[config.mk]
export PLATFORM = sky130hd
export DESIGN_NAME = separable_crossbar_allocator_core
export DESIGN_NICKNAME = d
export VERILOG_FILES = /design/src/rtl/sca_pkg.sv /design/src/rtl/separable_crossbar_allocator_core.sv /design/src/rtl/sca_rr_arb.sv /design/src/rtl/sca_iter.sv
export SDC_FILE = /design/constraint.sdc
export NUM_CORES = 1
export LEC_CHECK = 0
export ABC_AREA = 1
export BUFFER_PORTS_ARGS = -buffer_cell sky130_fd_sc_hd__buf_2
export CORE_AREA = 10 10 227 229
export DETAILED_ROUTE_END_ITERATION = 10
export DIE_AREA = 0 0 237 239
export PLACE_DENSITY = 0.78
export SYNTH_ARGS = -nofsm -noshare
export SYNTH_HDL_FRONTEND = slang
export SYNTH_SLANG_ARGS = --single-unit
[constraint.sdc]
create_clock -name clk -period 11.8 [get_ports clk]
set_clock_uncertainty 0.2 [all_clocks]
set_input_delay 0.59 -clock clk [delete_from_list [all_inputs] [get_ports clk]]
set_output_delay 0.59 -clock clk [all_outputs]
set_load 0.02 [all_outputs]
[src/rtl/sca_pkg.sv]
// shared constants for the separable crossbar allocator
// no dependencies; imported by every rtl file of the block

package sca_pkg;

  // request and grant matrices keep a fixed row stride of eight resources
  localparam int MAT_W      = 64;
  localparam int ROW_STRIDE = 8;

  localparam int DEF_CLIENTS   = 8;
  localparam int DEF_RESOURCES = 8;

  // configuration port
  localparam int CFG_INDEX_W = 4;
  localparam int CFG_DATA_W  = 4;
  localparam int ITER_CFG_W  = 4;

  localparam logic [CFG_INDEX_W-1:0] REG_ITER_COUNT = CFG_INDEX_W'(0);
  localparam logic [CFG_INDEX_W-1:0] REG_SLIP_MODE  = CFG_INDEX_W'(1);

  localparam logic [ITER_CFG_W-1:0] ITER_CFG_RESET = ITER_CFG_W'(1);
  localparam logic                  SLIP_RESET     = 1'b1;

  // iteration sequencing
  localparam int MAX_ITERS = 8;
  localparam int ITER_W    = $clog2(MAX_ITERS);

endpackage

[src/rtl/separable_crossbar_allocator_core.sv]
// separable input-first crossbar allocator, round-robin arbiters, iSLIP option
// a word runs N iterations in RUN, N = configured iterations (1..8), then waits
// in DONE for the output register; the single iteration unit runs once per cycle of RUN
// in_ready is high only in IDLE; a held output word holds DONE and so stops new input
// reset (synchronous, active low): pointers zero, iterations 1, slip mode on
// depends on sca_pkg, sca_iter, sca_rr_arb

module separable_crossbar_allocator_core
  import sca_pkg::*;
#(
  parameter int CLIENTS   = DEF_CLIENTS,
  parameter int RESOURCES = DEF_RESOURCES
) (
  input  logic                   clk,
  input  logic                   rst_n,

  input  logic                   in_valid,
  output logic                   in_ready,
  input  logic [MAT_W-1:0]       in_request_matrix,

  output logic                   out_valid,
  input  logic                   out_ready,
  output logic [MAT_W-1:0]       out_grant_matrix,
  output logic [MAT_W-1:0]       out_remaining_requests,

  input  logic                   cfg_valid,
  output logic                   cfg_ready,
  input  logic [CFG_INDEX_W-1:0] cfg_index,
  input  logic [CFG_DATA_W-1:0]  cfg_data
);

  localparam int CPW = $clog2(RESOURCES);
  localparam int RPW = $clog2(CLIENTS);

  // sequencer states
  localparam logic [1:0] ST_IDLE = 2'd0;
  localparam logic [1:0] ST_RUN  = 2'd1;
  localparam logic [1:0] ST_DONE = 2'd2;

  logic [1:0]                     state_r;
  logic [ITER_W-1:0]              iter_r;
  logic [ITER_W-1:0]              last_r;
  logic [ITER_CFG_W-1:0]          iter_cfg_r;
  logic                           slip_r;
  logic [CLIENTS-1:0][CPW-1:0]    cptr_r;
  logic [RESOURCES-1:0][RPW-1:0]  rptr_r;
  logic [MAT_W-1:0]               req_r;
  logic [MAT_W-1:0]               grant_r;
  logic                           out_valid_r;
  logic [MAT_W-1:0]               out_grant_r;
  logic [MAT_W-1:0]               out_rem_r;

  logic [MAT_W-1:0]               array_mask;
  logic [ITER_W-1:0]              last_nxt;
  logic                           in_fire;
  logic                           out_free;
  logic                           out_load;

  logic [MAT_W-1:0]               req_nxt;
  logic [MAT_W-1:0]               grant_add;
  logic [CLIENTS-1:0][CPW-1:0]    cptr_nxt;
  logic [RESOURCES-1:0][RPW-1:0]  rptr_nxt;

  // bits outside the client x resource array never take part
  always_comb begin
    array_mask = '0;
    for (int i = 0; i < CLIENTS; i++) begin
      for (int j = 0; j < RESOURCES; j++) begin
        array_mask[i*ROW_STRIDE + j] = 1'b1;
      end
    end
  end

  // zero acts as one iteration, anything above eight saturates
  always_comb begin
    if (iter_cfg_r == '0) begin
      last_nxt = '0;
    end else if (iter_cfg_r > ITER_CFG_W'(MAX_ITERS)) begin
      last_nxt = ITER_W'(MAX_ITERS - 1);
    end else begin
      last_nxt = ITER_W'(iter_cfg_r - 1'b1);
    end
  end

  assign in_ready  = (state_r == ST_IDLE);
  assign in_fire   = in_valid && in_ready;
  assign out_free  = !out_valid_r || out_ready;
  assign out_load  = (state_r == ST_DONE) && out_free;
  assign cfg_ready = 1'b1;

  // one shared iteration unit, reused every cycle of the run
  sca_iter #(
    .CLIENTS   (CLIENTS),
    .RESOURCES (RESOURCES)
  ) u_iter (
    .req              (req_r),
    .client_ptr       (cptr_r),
    .resource_ptr     (rptr_r),
    .slip             (slip_r),
    .req_nxt          (req_nxt),
    .grant_add        (grant_add),
    .client_ptr_nxt   (cptr_nxt),
    .resource_ptr_nxt (rptr_nxt)
  );

  // control state, pointers and configuration
  always_ff @(posedge clk) begin
    if (!rst_n) begin
      state_r     <= ST_IDLE;
      iter_r      <= '0;
      last_r      <= '0;
      iter_cfg_r  <= ITER_CFG_RESET;
      slip_r      <= SLIP_RESET;
      cptr_r      <= '0;
      rptr_r      <= '0;
      out_valid_r <= 1'b0;
    end else begin
      if (cfg_valid && cfg_ready) begin
        case (cfg_index)
          REG_ITER_COUNT: iter_cfg_r <= cfg_data[ITER_CFG_W-1:0];
          REG_SLIP_MODE:  slip_r     <= cfg_data[0];
          default: ;
        endcase
      end

      if (out_load) begin
        out_valid_r <= 1'b1;
      end else if (out_ready) begin
        out_valid_r <= 1'b0;
      end

      case (state_r)
        ST_IDLE: begin
          if (in_fire) begin
            iter_r  <= '0;
            last_r  <= last_nxt;
            state_r <= ST_RUN;
          end
        end
        ST_RUN: begin
          cptr_r <= cptr_nxt;
          rptr_r <= rptr_nxt;
          iter_r <= iter_r + 1'b1;
          if (iter_r == last_r) begin
            state_r <= ST_DONE;
          end
        end
        ST_DONE: begin
          // wait here while the previous output word is still held
          if (out_free) begin
            state_r <= ST_IDLE;
          end
        end
        default: state_r <= ST_IDLE;
      endcase
    end
  end

  // working matrices and output word
  always_ff @(posedge clk) begin
    if (in_fire) begin
      req_r   <= in_request_matrix & array_mask;
      grant_r <= '0;
    end else if (state_r == ST_RUN) begin
      req_r   <= req_nxt;
      grant_r <= grant_r | grant_add;
    end
    if (out_load) begin
      out_grant_r <= grant_r;
      out_rem_r   <= req_r;
    end
  end

  assign out_valid              = out_valid_r;
  assign out_grant_matrix       = out_grant_r;
  assign out_remaining_requests = out_rem_r;

endmodule

[src/rtl/sca_rr_arb.sv]
// round-robin arbiter: first request at or above the pointer, with wrap
// uses sca_pkg for the default width

module sca_rr_arb
  import sca_pkg::*;
#(
  parameter int N = DEF_CLIENTS,
  localparam int W = $clog2(N)
) (
  input  logic [N-1:0] req,
  input  logic [W-1:0] ptr,
  output logic [N-1:0] gnt,
  output logic         found,
  output logic [W-1:0] next_ptr
);

  logic [W-1:0] idx;

  // scan downward so the lowest offset from the pointer wins
  always_comb begin
    logic [W:0] pos;
    pos   = '0;
    idx   = '0;
    found = 1'b0;
    for (int k = N - 1; k >= 0; k--) begin
      pos = {1'b0, ptr} + (W+1)'(k);
      if (pos >= (W+1)'(N)) begin
        pos = pos - (W+1)'(N);
      end
      if (req[pos[W-1:0]]) begin
        idx   = pos[W-1:0];
        found = 1'b1;
      end
    end
  end

  assign gnt      = found ? (N'(1) << idx) : '0;
  assign next_ptr = (idx == W'(N - 1)) ? '0 : idx + 1'b1;

endmodule

[src/rtl/sca_iter.sv]
// one request-grant iteration: client arbiters, then resource arbiters
// uses sca_pkg and sca_rr_arb

module sca_iter
  import sca_pkg::*;
#(
  parameter int CLIENTS   = DEF_CLIENTS,
  parameter int RESOURCES = DEF_RESOURCES,
  localparam int CPW = $clog2(RESOURCES),
  localparam int RPW = $clog2(CLIENTS)
) (
  input  logic [MAT_W-1:0]               req,
  input  logic [CLIENTS-1:0][CPW-1:0]    client_ptr,
  input  logic [RESOURCES-1:0][RPW-1:0]  resource_ptr,
  input  logic                           slip,
  output logic [MAT_W-1:0]               req_nxt,
  output logic [MAT_W-1:0]               grant_add,
  output logic [CLIENTS-1:0][CPW-1:0]    client_ptr_nxt,
  output logic [RESOURCES-1:0][RPW-1:0]  resource_ptr_nxt
);

  logic [CLIENTS-1:0][RESOURCES-1:0] client_gnt;
  logic [CLIENTS-1:0]                client_found;
  logic [CLIENTS-1:0][CPW-1:0]       client_next;
  logic [RESOURCES-1:0][CLIENTS-1:0] col_req;
  logic [RESOURCES-1:0][CLIENTS-1:0] res_gnt;
  logic [RESOURCES-1:0]              res_found;
  logic [RESOURCES-1:0][RPW-1:0]     res_next;
  logic [CLIENTS-1:0]                row_clr;

  genvar c, r;

  // client stage
  for (c = 0; c < CLIENTS; c++) begin : g_client
    sca_rr_arb #(.N(RESOURCES)) u_arb (
      .req      (req[c*ROW_STRIDE +: RESOURCES]),
      .ptr      (client_ptr[c]),
      .gnt      (client_gnt[c]),
      .found    (client_found[c]),
      .next_ptr (client_next[c])
    );
  end

  // resource stage
  for (r = 0; r < RESOURCES; r++) begin : g_res
    for (c = 0; c < CLIENTS; c++) begin : g_col
      assign col_req[r][c] = client_gnt[c][r];
    end
    sca_rr_arb #(.N(CLIENTS)) u_arb (
      .req      (col_req[r]),
      .ptr      (resource_ptr[r]),
      .gnt      (res_gnt[r]),
      .found    (res_found[r]),
      .next_ptr (res_next[r])
    );
    assign resource_ptr_nxt[r] = res_found[r] ? res_next[r] : resource_ptr[r];
  end

  // a client wins at most one resource since it picked only one
  always_comb begin
    row_clr = '0;
    for (int i = 0; i < RESOURCES; i++) begin
      row_clr = row_clr | res_gnt[i];
    end
  end

  // with slip a granted client, else any client that picked, moves its pointer one past its pick
  for (c = 0; c < CLIENTS; c++) begin : g_cptr
    assign client_ptr_nxt[c] = (slip ? row_clr[c] : client_found[c]) ?
                               client_next[c] : client_ptr[c];
  end

  always_comb begin
    req_nxt   = '0;
    grant_add = '0;
    for (int i = 0; i < CLIENTS; i++) begin
      for (int j = 0; j < RESOURCES; j++) begin
        grant_add[i*ROW_STRIDE + j] = res_gnt[j][i];
        req_nxt[i*ROW_STRIDE + j]   = req[i*ROW_STRIDE + j] & ~row_clr[i] & ~res_found[j];
      end
    end
  end

endmodule

==> results.cfg <==
[status]
status = finished clean

[floorplanning]
coreArea_um2 = 47100
io_pins = 208
start_util = 0.493
die_y_um = 239
die_w_um = 237
std_cell_rows = 80
dieArea_um2 = 56600

[yosys]
syn-num-nets = 3425
synth_edf_count = 192
ys.flop_type = edfxtp_1
synth_compound_area_frac = 0.126
synth_simple_gate_area_frac = 0.338
synth_seq_cells = 318
synth_cells = 3227
avgSynthCellArea_um2 = 7.20
yosysSeqAreaShare = 0.357
async_flop_share = 0
yosys.area_share.adder = 0.0652
ys_warn_count = 0
synthMuxAreaShare = 0.00194
synthXorXnorAreaFrac = 0.0192
synth_top_family_by_area = simple AND/OR/NAND/NOR gates
netlist_area_um2 = 23200
synth_cell_types = 65

[cts]
cts_resized = 0
clkSinkCount = 318
cts_tree = yes
hold_buffers = 0
cts_setup_buffers = 0
insertion_delay_ns = 0.56
clk_pin_slew_ns = 0.06
cts-root-buf = clkbuf_16
cts_made_buffers = 36
htreeDepth = 2
clockBufferDepth = 3

[timing]
setup_viol = 0
tns_ns = 0
rsz0062_at_grt = false
setup_slack_ns = 4.77
hold_viol_final = 0
slew_headroom = 0.319
period_minus_slack_ns = 7.03
period_share = 0.596
tightest_slew_ns = 1.02
slew_violations = 0
fmax_mhz = 142

[routing]
routed_wl_um = 75800
wl_met3_um = 5710
drtIter0Drc = 2254
drcViolationCount = 0
wl_met1_um = 30700
met2_length_um = 35900
vias = 22932
first_pass_iters = 6
post_drt_wl_per_cell_um = 18.7
routed.top_layer = met4
viasPerCell = 5.67
ant_nets = 0

[global_route]
grt_usage = 0.261
antenna_found_initial = 1
grt-ovfl-total = 0
grt_pass1_wl_um = 119000
grt_max_degree = 67
first_global_vias = 21645

[worst_setup_path]
crit_path_max_incr_delay_ns = 0.63
critPathSlowestCell = dfxtp_1
crit_path_start_kind = flip-flop
worstSetupEndpointType = flip-flop
cp_max_fo = 13
cp_data_required_time_ns = 11.97
critPathKind = flip-flop to flip-flop
cpMostUsedCell = inv_1
r2r_slack_ns = 4.77
cp_data_arrival_time_ns = 7.20

[finish]
area_growth_pct = 11.2
nFillCells = 4526
multi_input_area_um2 = 12800
nNetsFinal = 3599
seq_area_um2 = 8290
diodes = 0
drive_gt1_frac = 0.132

[place]
hpwl_um = 58600
dp_slack_ns = 5.01
gpl.final_weighted_congestion = 1.02
portBuffers = 206

[flow_run]
drv_cap = 0

[worst_hold_path]
hp-class = input port to flip-flop
[cells by family after synthesis]
family	Yosys count
compound gates	491
xor+xnor	50
fa+ha+maj	121
buf+inv	534
flops	318
mux	4
other cells	1
simple gates	1708
[sequential cells by signal, indices dropped and copies added, names as in the netlist]
| signal | flops |
|---|---|
| slip_r | 1 |
| req_r | 64 |
| out_valid | 1 |
| out_remaining_requests | 64 |
| iter_cfg_r | 4 |
| last_r | 3 |
| grant_r | 64 |
| out_grant_matrix | 64 |
| state_r | 2 |
| rptr_r | 24 |
| cptr_r | 24 |
| iter_r | 3 |
[synth_stat cells (all sizes together) (31+ instances only)]
master  instances  area (um2)
edfxtp        192        5770
o21ai         181         928
o21a           51         390
clkbuf         40         158
dfxtp         126        2520
nand3         541        2850
buf            41         294
nor2          213         901
inv           447        1680
nand4          69         493
a21oi         169         857
xnor2          31         279
ha            121        1510
nand2         850        3370
[metal layers]
layer	GRT usage	vias up
met5	0	-
met4	0.112	0
met3	0.0424	190
met2	0.445	934
met1	0.319	10647
li1	-	11161
[critical path, delay by kind of cell (launching register included)]
family / cells / cell delay (ns)
buffers and inverters: 6 / 0.65
AOI/OAI and AO/OA: 11 / 1.77
DFF: 1 / 0.63
and+or+nand+nor: 15 / 2.13
adders and majority gates: 5 / 1.46
[layout make-up]
type,instances,area share
Multi-Input combinational cell,2375,0.495
Sequential cell,318,0.321
Inverter,452,0.0658
Timing Repair Buffer,218,0.0434
Clock buffer,44,0.0369
Tap cell,615,0.0298
Clock inverter,20,0.00771
[stage by stage]
| stage | hold slack (ns) | instances | util | area (um2) |
|---|---|---|---|---|
| after global routing | 0.0819 | 4042 | 0.548 | 25800 |
| after global placement | 0.212 | 3978 | 0.523 | 24700 |
| after detailed placement | 0.214 | 3978 | 0.523 | 24700 |
| after floorplan | 0.208 | 3227 | - | 23200 |
| final | 0.0784 | 4042 | 0.548 | 25800 |
| after CTS | 0.0578 | 4042 | 0.548 | 25800 |
[path summary, 6_finish.rpt]
kind | start | endpoint | cells past startpoint
worst min-delay path | cfg_data[0] | iter_cfg_r[0]$_SDFFE_PN1P_ | 3
worst max-delay path | cptr_r[16]$_SDFFE_PN0P_ | req_r[62]$_DFFE_PP_ | 37
worst min register to register | grant_r[4]$_SDFFE_PP0P_ | out_grant_matrix[4]$_DFFE_PP_ | 0
worst max register to register | cptr_r[16]$_SDFFE_PN0P_ | req_r[62]$_DFFE_PP_ | 37
[layout by cell type (no fill, tap or decap), drive strengths merged, types with 15 or more instances in the layout]
cell    Yosys  routed
nor3       20      20
xnor2      31      31
xor2       19      19
a22oi      16      16
clkbuf     40      44
edfxtp    192     192
nand4      69      69
a21oi     169     169
dfxtp     126     126
clkinv      5      15
ha        121     121
inv       447     449
o31ai      16      16
nand2     850     850
o21ai     181     181
buf        41     218
nor2      213     213
nand3     541     541
o211ai     19      19
o21a       51      51
Power is not shown: default switching activity piles up to over one toggle a cycle in this logic, so the estimate is an artifact.
